[src/hw/rtl/sscd_pkg.sv]
// Package for the sensor scratchpad CRC decode core.
// Holds sequencer states, status codes and frame constants; no dependencies.
package sscd_pkg;

    localparam logic [3:0] FRAME_BYTES = 4'd9;
    localparam logic [7:0] CRC_POLY    = 8'h8C;

    localparam logic [3:0] IDX_TEMP_LOW  = 4'd0;
    localparam logic [3:0] IDX_TEMP_HIGH = 4'd1;
    localparam logic [3:0] IDX_CNT_REM   = 4'd6;
    localparam logic [3:0] IDX_CNT_PER_C = 4'd7;

    localparam logic [3:0] CRC_LAST_BIT = 4'd7;
    localparam logic [3:0] DIV_LAST_BIT = 4'd15;

    localparam logic       REG_SENSOR_MODEL = 1'b0;
    localparam logic       MODEL_12BIT      = 1'b0;

    typedef enum logic [2:0] {
        S_IDLE,
        S_CRC,
        S_FIN,
        S_DIV,
        S_SUM
    } t_state;

    typedef enum logic [1:0] {
        ST_OK       = 2'd0,
        ST_CRC_ERR  = 2'd1,
        ST_ZERO_CPD = 2'd2
    } t_status;

endpackage

[src/hw/rtl/sensor_scratchpad_crc_decode_core.sv]
// Bytes one to eight each keep busy high while the bit-serial CRC-8 shift unit runs.
// Ninth byte: after the CRC, the decide state sets the result strobe when no divide is needed,
// else 16 restoring-divide steps through one subtractor and then a sum state follow it.
// A start is taken in any cycle in which busy is low; the strobe lasts one cycle, no stall.
// Synchronous active-low reset clears the sequencer, counters, CRC and sensor_model.
// Depends on sscd_pkg.
module sensor_scratchpad_crc_decode_core (
    input  logic        i_clk,
    input  logic        i_rst_n,
    input  logic        start,
    output logic        busy,
    input  logic [7:0]  i_data_byte,
    input  logic        i_frame_start,
    output logic        o_valid,
    output logic [1:0]  o_status,
    output logic [15:0] o_temperature,
    input  logic        psel,
    input  logic        penable,
    input  logic        pwrite,
    input  logic [2:0]  paddr,
    input  logic [31:0] pwdata,
    output logic [31:0] prdata,
    output logic        pready
);
    import sscd_pkg::*;

    t_state      r_state, n_state;
    logic [3:0]  r_cnt, n_cnt;
    logic [7:0]  r_crc, n_crc;
    logic [7:0]  r_shift, n_shift;
    logic [3:0]  r_iter, n_iter;
    logic [7:0]  r_tlo, n_tlo;
    logic [7:0]  r_thi, n_thi;
    logic [7:0]  r_crem, n_crem;
    logic [7:0]  r_cpd, n_cpd;
    logic [7:0]  r_rem, n_rem;
    logic [15:0] r_quo, n_quo;
    logic        r_neg, n_neg;
    logic        r_valid, n_valid;
    logic [1:0]  r_status, n_status;
    logic [15:0] r_temp, n_temp;
    logic        r_model;

    logic [3:0]  w_cnt;
    logic        w_fb;
    logic [8:0]  w_trial;
    logic [8:0]  w_diff;
    logic [7:0]  w_mag;
    logic [15:0] w_raw;
    logic [24:0] w_t12;
    logic [24:0] w_q;
    logic [24:0] w_t9;

    function automatic logic [15:0] clamp16(input logic [24:0] v);
        logic [15:0] res;
        if ($signed(v) > $signed(25'd32767)) begin
            res = 16'h7FFF;
        end else if ($signed(v) < -$signed(25'd32768)) begin
            res = 16'h8000;
        end else begin
            res = v[15:0];
        end
        return res;
    endfunction

    assign busy   = (r_state != S_IDLE);
    assign pready = 1'b1;
    assign prdata = (paddr[2] == REG_SENSOR_MODEL) ? {31'd0, r_model} : 32'd0;

    assign o_valid       = r_valid;
    assign o_status      = r_status;
    assign o_temperature = r_temp;

    assign w_cnt   = i_frame_start ? 4'd0 : r_cnt;
    assign w_fb    = r_crc[0] ^ r_shift[0];
    assign w_trial = {r_rem, r_quo[15]} - {1'b0, r_cpd};
    assign w_diff  = {1'b0, r_cpd} - {1'b0, r_crem};
    assign w_mag   = w_diff[8] ? 8'(-w_diff) : w_diff[7:0];
    assign w_raw   = {r_thi, r_tlo};
    assign w_t12   = {{5{w_raw[15]}}, w_raw, 4'd0};
    assign w_q     = r_neg ? 25'(-{9'd0, r_quo}) : {9'd0, r_quo};
    assign w_t9    = {{2{w_raw[15]}}, w_raw[15:1], 8'd0} - 25'd64 + w_q;

    always_ff @(posedge i_clk) begin
        if (!i_rst_n) begin
            r_model <= MODEL_12BIT;
        end else if (psel && penable && pwrite && pready
                     && paddr[2] == REG_SENSOR_MODEL) begin
            r_model <= pwdata[0];
        end
    end

    always_ff @(posedge i_clk) begin
        if (!i_rst_n) begin
            r_state  <= S_IDLE;
            r_cnt    <= 4'd0;
            r_crc    <= 8'd0;
            r_iter   <= 4'd0;
            r_valid  <= 1'b0;
            r_tlo    <= 8'd0;
            r_thi    <= 8'd0;
            r_crem   <= 8'd0;
            r_cpd    <= 8'd0;
        end else begin
            r_state  <= n_state;
            r_cnt    <= n_cnt;
            r_crc    <= n_crc;
            r_iter   <= n_iter;
            r_valid  <= n_valid;
            r_tlo    <= n_tlo;
            r_thi    <= n_thi;
            r_crem   <= n_crem;
            r_cpd    <= n_cpd;
        end
    end

    always_ff @(posedge i_clk) begin
        r_shift  <= n_shift;
        r_rem    <= n_rem;
        r_quo    <= n_quo;
        r_neg    <= n_neg;
        r_status <= n_status;
        r_temp   <= n_temp;
    end

    always_comb begin
        n_state  = r_state;
        n_cnt    = r_cnt;
        n_crc    = r_crc;
        n_shift  = r_shift;
        n_iter   = r_iter;
        n_tlo    = r_tlo;
        n_thi    = r_thi;
        n_crem   = r_crem;
        n_cpd    = r_cpd;
        n_rem    = r_rem;
        n_quo    = r_quo;
        n_neg    = r_neg;
        n_valid  = 1'b0;
        n_status = r_status;
        n_temp   = r_temp;
        case (r_state)
            S_IDLE: begin
                if (start) begin
                    n_shift = i_data_byte;
                    n_iter  = 4'd0;
                    if (i_frame_start) begin
                        n_crc = 8'd0;
                    end
                    case (w_cnt)
                        IDX_TEMP_LOW:  n_tlo  = i_data_byte;
                        IDX_TEMP_HIGH: n_thi  = i_data_byte;
                        IDX_CNT_REM:   n_crem = i_data_byte;
                        IDX_CNT_PER_C: n_cpd  = i_data_byte;
                        default: ;
                    endcase
                    n_cnt   = w_cnt + 4'd1;
                    n_state = S_CRC;
                end
            end
            S_CRC: begin
                n_crc   = (r_crc >> 1) ^ (w_fb ? CRC_POLY : 8'd0);
                n_shift = r_shift >> 1;
                n_iter  = r_iter + 4'd1;
                if (r_iter == CRC_LAST_BIT) begin
                    n_state = (r_cnt == FRAME_BYTES) ? S_FIN : S_IDLE;
                end
            end
            S_FIN: begin
                n_cnt   = 4'd0;
                n_crc   = 8'd0;
                n_state = S_IDLE;
                if (r_crc != 8'd0) begin
                    n_valid  = 1'b1;
                    n_status = ST_CRC_ERR;
                    n_temp   = 16'd0;
                end else if (r_model == MODEL_12BIT) begin
                    n_valid  = 1'b1;
                    n_status = ST_OK;
                    n_temp   = clamp16(w_t12);
                end else if (r_cpd == 8'd0) begin
                    n_valid  = 1'b1;
                    n_status = ST_ZERO_CPD;
                    n_temp   = 16'd0;
                end else begin
                    n_rem   = 8'd0;
                    n_quo   = {w_mag, 8'd0};
                    n_neg   = w_diff[8];
                    n_iter  = 4'd0;
                    n_state = S_DIV;
                end
            end
            S_DIV: begin
                if (!w_trial[8] || r_rem[7]) begin
                    n_rem = w_trial[7:0];
                    n_quo = {r_quo[14:0], 1'b1};
                end else begin
                    n_rem = {r_rem[6:0], r_quo[15]};
                    n_quo = {r_quo[14:0], 1'b0};
                end
                n_iter = r_iter + 4'd1;
                if (r_iter == DIV_LAST_BIT) begin
                    n_state = S_SUM;
                end
            end
            S_SUM: begin
                n_valid  = 1'b1;
                n_status = ST_OK;
                n_temp   = clamp16(w_t9);
                n_state  = S_IDLE;
            end
            default: begin
                n_state = S_IDLE;
            end
        endcase
    end

    a_cnt_bound: assert property (@(posedge i_clk) disable iff (!i_rst_n)
        r_cnt <= FRAME_BYTES)
        else $error("byte count past frame length");

    a_frame_clear: assert property (@(posedge i_clk) disable iff (!i_rst_n)
        r_valid |-> (r_cnt == 4'd0 && r_crc == 8'd0))
        else $error("frame state not cleared with result");

    a_rem_bound: assert property (@(posedge i_clk) disable iff (!i_rst_n)
        (r_state == S_DIV) |-> (r_rem < r_cpd))
        else $error("divide remainder out of range");

    a_take_busy: assert property (@(posedge i_clk) disable iff (!i_rst_n)
        (start && !busy) |=> (busy && !r_valid))
        else $error("accepted byte did not raise busy");

    a_div_status: assert property (@(posedge i_clk) disable iff (!i_rst_n)
        (r_state == S_SUM) |=> (r_valid && r_status == ST_OK))
        else $error("divide path result missing");

endmodule
[config.mk]
export PLATFORM = sky130hd
export DESIGN_NAME = sensor_scratchpad_crc_decode_core
export DESIGN_NICKNAME = d
export VERILOG_FILES = /design/src/hw/rtl/sscd_pkg.sv /design/src/hw/rtl/sensor_scratchpad_crc_decode_core.sv
export SDC_FILE = /design/constraint.sdc
export NUM_CORES = 1
export LEC_CHECK = 0
export BUFFER_PORTS_ARGS = -buffer_cell sky130_fd_sc_hd__buf_2
export CAP_MARGIN = 20
export CORE_UTILIZATION = 59
export CTS_CLUSTER_DIAMETER = 120
export DETAILED_ROUTE_END_ITERATION = 8
export GPL_ROUTABILITY_DRIVEN = 0
export HOLD_SLACK_MARGIN = 0.05
export PLACE_DENSITY = 0.9
export SLEW_MARGIN = 20
export SYNTH_ARGS = -nofsm -noshare
export SYNTH_HDL_FRONTEND = slang
export SYNTH_SLANG_ARGS = --single-unit
[constraint.sdc]
create_clock -name i_clk -period 4.68 [get_ports i_clk]
set_input_delay 0.468 -clock i_clk [delete_from_list [all_inputs] [get_ports i_clk]]
set_output_delay 0.468 -clock i_clk [all_outputs]
set_load 0.02 [all_outputs]
==> reports/metrics.cfg, run 1 <==
[global_route]
overflow=0
grt_pass1_wl_mm=29.20
grt_max_degree=26
grt_use_total_pct=27.72
antenna_found_initial=0
grt_pass1_vias=6127

[timing]
setup-violations-final=0
rsz0062_at_grt=true
min_period_ns=4.519
fin_crit_sh_pct=96.57
tightest_slew_ns=0.9552
hold_viol=0
fmax_mhz=221.3
setup_slack_ns=0.1607
final_max_slew_viol_count=0
whs_ns=0.3477
fin_skew_ns=0.01497
relSlewSlack_pct=35.93

[clock_network]
ctsHtreeMaxLevel=3
numClockSinks=104
clockRootBuffer=clkbuf_16
clock_latency_ns=0.36
cts_buffers=9
clkSlewWorstSetupHoldPaths_ns=0.07
clk_path_buf_depth=2
tritoncts=done
hold_buffers=0

[worst_setup_path]
arrival_ns=4.59
path_delay_family=compound AO/OA/AOI/OAI gates
crit_start=r_quo[1]
endpoint_kind=register
worst_ep_required_time_ns=4.75
r2r_cells=17
path_depth=17
slowest_stage=edfxtp_1
path_class=register to register
regToRegStartpoint=r_quo[1]
cp_cell_sequence=inv_1 > ha_1 > nor4b_4 > nand2_1 > o41ai_1 > xnor2_1 > ha_1 > a211oi_1 > o21ai_1 > buf_4 > a31oi_2 > o41ai_2 > xnor2_1 > o2111ai_1 > o41ai_4 > buf_12 > o2111ai_1
cp-start-kind=register
path_buf_inv=3
cpPeakStageDelay_ns=0.47
cp_max_fo=15

[min_path]
worstHoldStart=i_rst_n
hold_class=primary input to register
hold_depth=2

[power_and_ir_drop]
sequentialPowerShare_pct=37.9
power.density_nw_per_um2=313.0
vdd_drop_max_mv=0.3185
power_uw=2632
netSwitchingPower_uw=867.4
clockPowerShare_pct=30.7
comb_power_share_pct=31.4
p_sw_share_pct=32.96
cellInternalPower_uw=1765
leakagePower_uw=0.003590

[drt]
wl_mm=17.96
firstDrtPassIters=5
routed_via_density=6.074
num_vias=6548
ant_nets=0
initialDrtViolationCount=474
wl_per_cell_um=16.66
drc=0

[layout]
nets=994
seq_area_um2=2592
multi_input_area_um2=4653
fillers=971
fin_util_pct=66.36
fin_area_um2=8408
antenna_cells=0
drive_above_1_share_pct=14.79
syn2layout_area_growth_pct=9.197

[synth]
ys_types=86
syn_avg_cell_area_um2=8.953
async_flop_share_pct=0
synthFlopType=dfxtp_1
synth.cell_area_um2=7700
ys_ff_latch=104
yosys_warnings=0
ys_seq_area_share_pct=33.67
netlist_instances=860
synth_edf_count=51

[placement]
dp_hpwl_mm=13.18
placed_area_um2=8014
io_buffer_count=37
place_ws_ns=0.1621

[die]
fp-row-count=41
start_util_pct=60.77
die-area_um2=13510
pin_count=103
die_w_um=116.2
fp.coreArea_um2=12670
die_y_um=116.2

[run_status]
status=finished, final reports clean

[run]
drv_cap=0

==> cell usage after synthesis (all sizes together), types with 6 or more instances <==
master	count	area share (%)
xor2	20	2.3
buf	43	4.1
xnor2	28	3.2
a21oi	45	3.1
a211o	7	0.80
or3b	6	0.72
o2111ai	13	1.6
o21ai	49	3.2
and3	10	0.81
nand2b	11	0.89
o211ai	15	1.9
a22oi	10	0.97
nand2	60	2.9
inv	55	2.7
nor3b	7	0.68
nand4	7	0.57
ha	41	6.7
clkbuf	23	1.1
o21a	9	0.89
nor4	8	0.65
nor2	84	4.1
a211oi	11	1.1
and2	6	0.49
edfxtp	51	20
nor3	18	1.2
mux2i	39	5.1
o31ai	7	0.68
a31oi	7	0.93
mux2	7	1.0
dfxtp	53	14
nor2b	10	0.81
nand3	25	1.6
==> state kept, by name, indices dropped and copies added, names as in the netlist <==
register,flops
r_crem,8
r_cnt,4
r_model,1
r_rem,8
r_thi,8
r_quo,16
r_iter,4
r_shift,8
o_status,2
r_cpd,8
r_state,3
o_valid,1
r_tlo,8
r_crc,8
o_temperature,16
r_neg,1
==> cells by family after synthesis <==
| logic type | synth area share [%] |
|---|---|
| AOI/OAI and AO/OA | 20.98 |
| xor gates and xnor gates | 5.460 |
| adders and majority gates | 7.182 |
| buffers and inverters | 7.962 |
| DFF | 33.67 |
| muxes | 6.094 |
| other | 0.09753 |
| and+or+nand+nor | 18.56 |
==> cell usage in the layout (no fill, tap or decap), drive strengths merged, types with 8 or more instances in the layout <==
master / Yosys / routed
nor3: 18 / 18
and3: 10 / 10
buf: 43 / 66
a211oi: 11 / 11
a22oi: 10 / 10
edfxtp: 51 / 51
o21ai: 49 / 49
o21a: 9 / 9
nor2b: 10 / 10
ha: 41 / 41
nand2: 60 / 60
xnor2: 28 / 28
nand3: 25 / 25
nor2: 84 / 84
o2111ai: 13 / 13
mux2i: 39 / 39
conb: 2 / 32
xor2: 20 / 20
a21oi: 45 / 45
o211ai: 15 / 15
dfxtp: 53 / 53
nand2b: 11 / 11
clkbuf: 23 / 10
inv: 55 / 57
nor4: 8 / 8
==> power by group through the flow <==
| stage | clock [uW] | combinational, uW | sequential, uW |
|---|---|---|---|
| 4_1_cts | 815 | 793 | 998 |
| 5_1_grt | 844 | 908 | 1000 |
| 3_3_place_gp | 0 | 769 | 1020 |
| 3_5_place_dp | 0 | 789 | 1020 |
| 2_1_floorplan | 0 | 640 | 1010 |
| 6_report | 807 | 826 | 999 |
==> through the flow <==
stage | instances | setup TNS (ns)
after CTS | 1075 | 0
final | 1078 | 0
after global placement | 1059 | 0
after detailed placement | 1059 | 0
after global routing | 1078 | -0.6610
after floorplan | 890 | 0
==> per-layer routing <==
layer  up-vias  track usage [%]  wire length (um)  part of all wire, %
li1       3158                -                 -                    -
met1      3121            33.50              7442                   41
met2       225            47.97              8868                   49
met3        44            4.878              1028                  5.7
met4         0            12.91               621                  3.5
met5         -                0                 0                    0
==> path summary, 6_finish.rpt <==
| check | end | slack [ns] |
|---|---|---|
| worst max-delay path | o_temperature[5] | 0.16 |
| worst min-delay path | r_state[0] | 0.35 |
| worst max register to register | o_temperature[5] | 0.16 |
| worst min register to register | r_crem[2] | 0.51 |
==> layout make-up <==
type | count | share of cell area (%)
Clock buffer | 10 | 2.976
Clock inverter | 6 | 0.8482
Inverter | 55 | 2.455
Multi-Input combinational cell | 665 | 55.34
Sequential cell | 104 | 30.83
Tap cell | 172 | 2.560
Timing Repair Buffer | 66 | 4.985
==> repair_timing <==
action,in CTS,in global routing
endpoints found under the setup margin,0,15
gates resized for setup,0,11
buffers inserted,0,3
(Power assumes the default switching activity.)
==> run 2, diff against run 1 <==
--- a/config.mk
+++ b/config.mk
@@ -5,11 +5,12 @@
 export SDC_FILE = /design/constraint.sdc
 export NUM_CORES = 1
 export LEC_CHECK = 0
-export BUFFER_PORTS_ARGS = -buffer_cell sky130_fd_sc_hd__buf_2
 export CAP_MARGIN = 20
-export CORE_UTILIZATION = 59
+export CORE_UTILIZATION = 65
 export CTS_CLUSTER_DIAMETER = 120
+export CTS_CLUSTER_SIZE = 10
 export DETAILED_ROUTE_END_ITERATION = 8
+export DONT_BUFFER_PORTS = 1
 export GPL_ROUTABILITY_DRIVEN = 0
 export HOLD_SLACK_MARGIN = 0.05
 export PLACE_DENSITY = 0.9
==> run 2 against run 1 <==
Against the previous run:
- clock power is 6.4% lower
- setup slack better by 0.050 ns
- non-clock buffer count is 10 lower
- largest power group unchanged
- critical endpoint is now o_temperature[4]
- sequential power hardly changed
- worst hold slack worse by 0.11 ns
- via count is 0.29% higher
==> reports/metrics.cfg, run 2 (same netlist as run 1, synthesis figures left out) <==
[timing]
tightest_slew_ns=0.8563
final_max_slew_viol_count=0
fin_crit_sh_pct=95.49
rsz0062_at_grt=false
min_period_ns=4.469
hold_viol=0
setup-violations-final=0
fmax_mhz=223.8
fin_skew_ns=0.01161
relSlewSlack_pct=42.57
whs_ns=0.2349

[worst_setup_path]
r2r_setup_slack_ns=0.21
worst_ep_required_time_ns=4.87
reg2reg_to=o_temperature[4]
cp_max_fo=15
r2r_cells=17
regToRegStartpoint=r_quo[1]
cp-start-kind=register
endpoint_kind=register
path_class=register to register
arrival_ns=4.66

[power_and_ir_drop]
clockPowerShare_pct=28.8
sequentialPowerShare_pct=38.1
comb_power_share_pct=33.0
leakagePower_uw=0.003572
netSwitchingPower_uw=864.3
vdd_drop_max_mv=0.2784
cellInternalPower_uw=1752
power.density_nw_per_um2=313.2
p_sw_share_pct=33.03

[min_path]
worstHoldStart=i_rst_n
hold_depth=1
hold_class=primary input to register
min_to=r_state[0]

[die]
die-area_um2=12290
start_util_pct=67.15
fp.coreArea_um2=11470
pin_count=103
fp-row-count=39
die_w_um=110.8
die_y_um=110.8

[drt]
drc=0
initialDrtViolationCount=513
ant_nets=0
firstDrtPassIters=5
wl_per_cell_um=17.20
num_vias=6567
wl_mm=17.87
routed_via_density=6.321

[placement]
placed_area_um2=7998
dp.cells=1020
dp_hpwl_mm=13.30
io_buffer_count=0

[clock_network]
clkSlewWorstSetupHoldPaths_ns=0.07
ctsHtreeMaxLevel=3
clock_latency_ns=0.36
numClockSinks=104
cts_buffers=9
clk_path_buf_depth=2
clockRootBuffer=clkbuf_16
hold_buffers=0
tritoncts=done

[global_route]
grt_use_total_pct=29.48
grt_pass1_wl_mm=29.33
antenna_found_initial=0
grt_max_degree=26
overflow=0
grt_pass1_vias=6170

[layout]
fillers=840
drive_above_1_share_pct=13.06
syn2layout_area_growth_pct=8.515
nets=984
fin_cells=1039
final_common_cell=nor2_1
antenna_cells=0
fin_area_um2=8356
mostFrequentLayoutCells=nor2_1 (83), nand2_1 (60), inv_1 (55)

[run_status]
status=finished, final reports clean

[run]
drv_cap=0

run 2: cell count changes in the layout (fill, tap and decap cells not counted), moves of 2 or more:
| cell | delta |
|---|---|
| buf_2 | -37 |
| buf_4 | +26 |
| ha_1 | +3 |
| ha_2 | -3 |
| inv_6 | +2 |
run 2: repair_timing:
action,CTS,global route
pin swaps,1,3
endpoints found under the hold margin,0,0
gates resized for setup,0,4
buffers inserted,1,1
setup endpoints to repair,15,15
run 2: area by class of cell:
cell class | instances | area (um^2) | share of cell area, %
multi-input cells | 665 | 4638 | 55.51
flip-flops and latches | 104 | 2592 | 31.03
repair buffers | 56 | 442.9 | 5.301
clock buffers | 11 | 254.0 | 3.040
inverters | 55 | 206.4 | 2.471
well taps | 143 | 178.9 | 2.141
clock inverters | 5 | 42.54 | 0.5091
run 2: routing by layer:
layer | vias up | GRT usage, % | share of wire (%)
met5 | - | 0 | 0
met4 | 0 | 14.22 | 3.3
met3 | 52 | 6.288 | 6.2
met2 | 236 | 50.56 | 50
met1 | 3138 | 35.03 | 41
li1 | 3141 | - | -
run 2: how the worst max path moves through the flow:
stage / to / depth (start not counted) / from
2_1_floorplan: o_temperature[13] / 17 / r_quo[0]
3_3_place_gp: o_temperature[4] / 16 / r_quo[1]
3_5_place_dp: o_temperature[4] / 16 / r_quo[1]
4_1_cts: o_temperature[14] / 16 / r_quo[12]
5_1_grt: o_temperature[4] / 18 / r_quo[1]
6_report: o_temperature[4] / 17 / r_quo[1]
run 2: power by group through the flow:
stage	sequential [uW]	combinational, uW	clock [uW]
after floorplan	1010	640	0
after global placement	1020	822	0
after detailed placement	1020	841	0
after CTS	997	847	765
after global routing	1000	951	805
final	998	864	755
run 2: critical path, cell delays in order, from the launching register on:
cell,delay [ns]
edfxtp_1,0.46
inv_1,0.12
ha_1,0.18
nor4b_4,0.23
buf_4,0.19
nand2_1,0.07
o31ai_1,0.26
xnor2_1,0.12
ha_1,0.45
nor2b_1,0.24
o21bai_1,0.12
a211o_1,0.33
a2111oi_0,0.49
o2111ai_1,0.28
o2111ai_1,0.35
o41ai_4,0.11
buf_12,0.18
o211ai_1,0.11
run 2: stage by stage:
| stage | setup TNS [ns] | worst slack (ns) | utilization [%] | power, uW |
|---|---|---|---|---|
| finish | 0 | 0.2111 | 72.86 | 2617 |
| global route | 0 | 0.005823 | 72.86 | 2756 |
| CTS | 0 | 0.1727 | 72.50 | 2609 |
| detailed placement | -1.711 | -0.1765 | 69.74 | 1859 |
| global placement | -0.2551 | -0.05969 | 69.72 | 1838 |
| floorplan | 0 | 0.3582 | - | 1651 |
==> run 3, diff against run 2 <==
--- a/config.mk
+++ b/config.mk
@@ -14,6 +14,7 @@
 export GPL_ROUTABILITY_DRIVEN = 0
 export HOLD_SLACK_MARGIN = 0.05
 export PLACE_DENSITY = 0.9
+export RECOVER_POWER = 100
 export SLEW_MARGIN = 20
 export SYNTH_ARGS = -nofsm -noshare
 export SYNTH_HDL_FRONTEND = slang
==> run 3 against run 2 <==
Against the previous run:
- critical path depth stayed put
- register-to-register slack barely moved
- routed wire length rose by 0.17%
- clock skew down 0.0010 ns
- worst hold slack improved by 0.0045 ns
- via count shrank 0.94%
- first-iteration DRC count fell by 7.6%
- power shrank 0.16%
- global-route usage unchanged
- count of clock-buffer cells in the layout unchanged
- sequential power is essentially flat
==> reports/metrics.cfg, run 3 (same netlist as run 1, synthesis figures left out) <==
[run_status]
status=finished, final reports clean

[worst_setup_path]
slowest_stage=a2111oi_0
arrival_ns=4.64
path_delay_family=compound AO/OA/AOI/OAI gates
regToRegStartpoint=r_quo[1]
path_buf_inv=3
cp_max_fo=15
cpPeakStageDelay_ns=0.49
cp-start-kind=register
crit_end=o_temperature[12]
endpoint_kind=register
reg2reg_to=o_temperature[12]
crit_start=r_quo[1]
path_class=register to register
crit_top_cell=o2111ai_1
path_depth=17
worst_ep_required_time_ns=4.86
r2r_cells=17
cp_cell_sequence=inv_1 > ha_1 > nor4b_4 > buf_4 > nand2_1 > o31ai_1 > xnor2_1 > ha_1 > nor2b_1 > o21bai_1 > a211o_1 > a2111oi_0 > o2111ai_1 > o2111ai_1 > o41ai_4 > buf_12 > o2111ai_1
r2r_setup_slack_ns=0.22

[die]
fp-row-count=39
fp.coreArea_um2=11470
pin_count=103
die_y_um=110.8
start_util_pct=67.15
die_w_um=110.8
die-area_um2=12290

[drt]
routed_via_density=6.261
num_vias=6505
firstDrtPassIters=6
wl_mm=17.90
initialDrtViolationCount=474
drc=0
ant_nets=0
wl_per_cell_um=17.23

[timing]
fin_crit_sh_pct=95.30
final_max_slew_viol_count=0
rsz0062_at_grt=false
hold_viol=0
relSlewSlack_pct=16.94
fmax_mhz=224.2
setup-violations-final=0
fin_skew_ns=0.01056
tightest_slew_ns=1.241
min_period_ns=4.460

[global_route]
grt_use_total_pct=29.48
antenna_found_initial=0
grt_pass1_wl_mm=29.33
grt_max_degree=26
grt_pass1_vias=6170
overflow=0

[power_and_ir_drop]
power_uw=2613
vdd_drop_max_mv=0.2777
power.density_nw_per_um2=313.8
leakagePower_uw=0.003552

[layout]
drive_above_1_share_pct=12.17
multi_input_area_um2=4622
final_common_cell=nor2_1
fillers=851
antenna_cells=0
mostFrequentLayoutCells=nor2_1 (84), nand2_1 (60), inv_1 (55)
seq_area_um2=2592
syn2layout_area_growth_pct=8.125
nets=984
fin_util_pct=72.60

[placement]
io_buffer_count=0
dp_hpwl_mm=13.30

[clock_network]
clk_path_buf_depth=2
clkSlewWorstSetupHoldPaths_ns=0.07
numClockSinks=104
cts_buffers=9
tritoncts=done
clock_latency_ns=0.36
clockRootBuffer=clkbuf_16
ctsHtreeMaxLevel=3

[run]
drv_cap=0

[min_path]
hold_class=primary input to register
hold_depth=1

## run 3: cell types whose count changed in the layout (fill, tap and decap cells not counted), sizes merged
cell | before | now
buf | 55 | 51
clkbuf | 12 | 16
## run 3: worst register-to-register path, cell delays in order, from the launching register on
cell and delay, ns:
edfxtp_1 0.47, inv_1 0.12, ha_1 0.18, nor4b_4 0.23, buf_4 0.19, nand2_1 0.07
o31ai_1 0.25, xnor2_1 0.12, ha_1 0.44, nor2b_1 0.24, o21bai_1 0.12, a211o_1 0.33
a2111oi_0 0.49, o2111ai_1 0.28, o2111ai_1 0.35, o41ai_4 0.11, buf_12 0.17, o2111ai_1 0.11
## run 3: report_power, final
part           leakage, uW  switching (uW)  internal, uW
sequential        0.000901            19.7           978
combinational      0.00250             491           369
clock             0.000148             354           402
total              0.00355             864          1750
## run 3: metal layers
layer	global-route usage (%)	vias up	share of wire (%)
li1	-	3143	-
met1	35.03	3111	41
met2	50.56	204	50
met3	6.288	47	5.7
met4	14.22	0	3.1
met5	0	-	0
## run 3: layout make-up
| class | instances | share of cell area, % |
|---|---|---|
| flip-flops and latches | 104 | 31.14 |
| clock inverters | 5 | 0.5110 |
| repair buffers | 56 | 5.155 |
| clock buffers | 11 | 3.051 |
| multi-input cells | 665 | 55.52 |
| inverters | 55 | 2.480 |
| well taps | 143 | 2.149 |
## run 3: repair_timing
| item | CTS | global route |
|---|---|---|
| gates resized for setup | 0 | 4 |
| pin swaps | 1 | 3 |
| setup endpoints to repair | 15 | 15 |
| setup buffers | 1 | 1 |
| hold buffers | 0 | 0 |
## run 3: through the flow
stage | area [um^2] | hold slack, ns | instances | setup TNS (ns) | worst slack (ns)
2_1_floorplan | 7812 | 0.4634 | 890 | 0 | 0.3582
3_3_place_gp | 7995 | 0.4746 | 1020 | -0.2551 | -0.05969
3_5_place_dp | 7998 | 0.4832 | 1020 | -1.711 | -0.1765
4_1_cts | 8314 | 0.2242 | 1037 | 0 | 0.1727
5_1_grt | 8325 | 0.2258 | 1039 | 0 | 0.008428
6_report | 8325 | 0.2395 | 1039 | 0 | 0.2200
## run 3: worst min-delay path by stage
stage	start	end	slack (ns)
4_1_cts	i_rst_n	r_state[0]	0.22
2_1_floorplan	r_crem[1]	r_crem[1]	0.46
6_report	i_rst_n	r_state[0]	0.24
3_3_place_gp	r_crem[2]	r_crem[2]	0.47
3_5_place_dp	r_crem[5]	r_crem[5]	0.48
5_1_grt	i_rst_n	r_state[0]	0.23
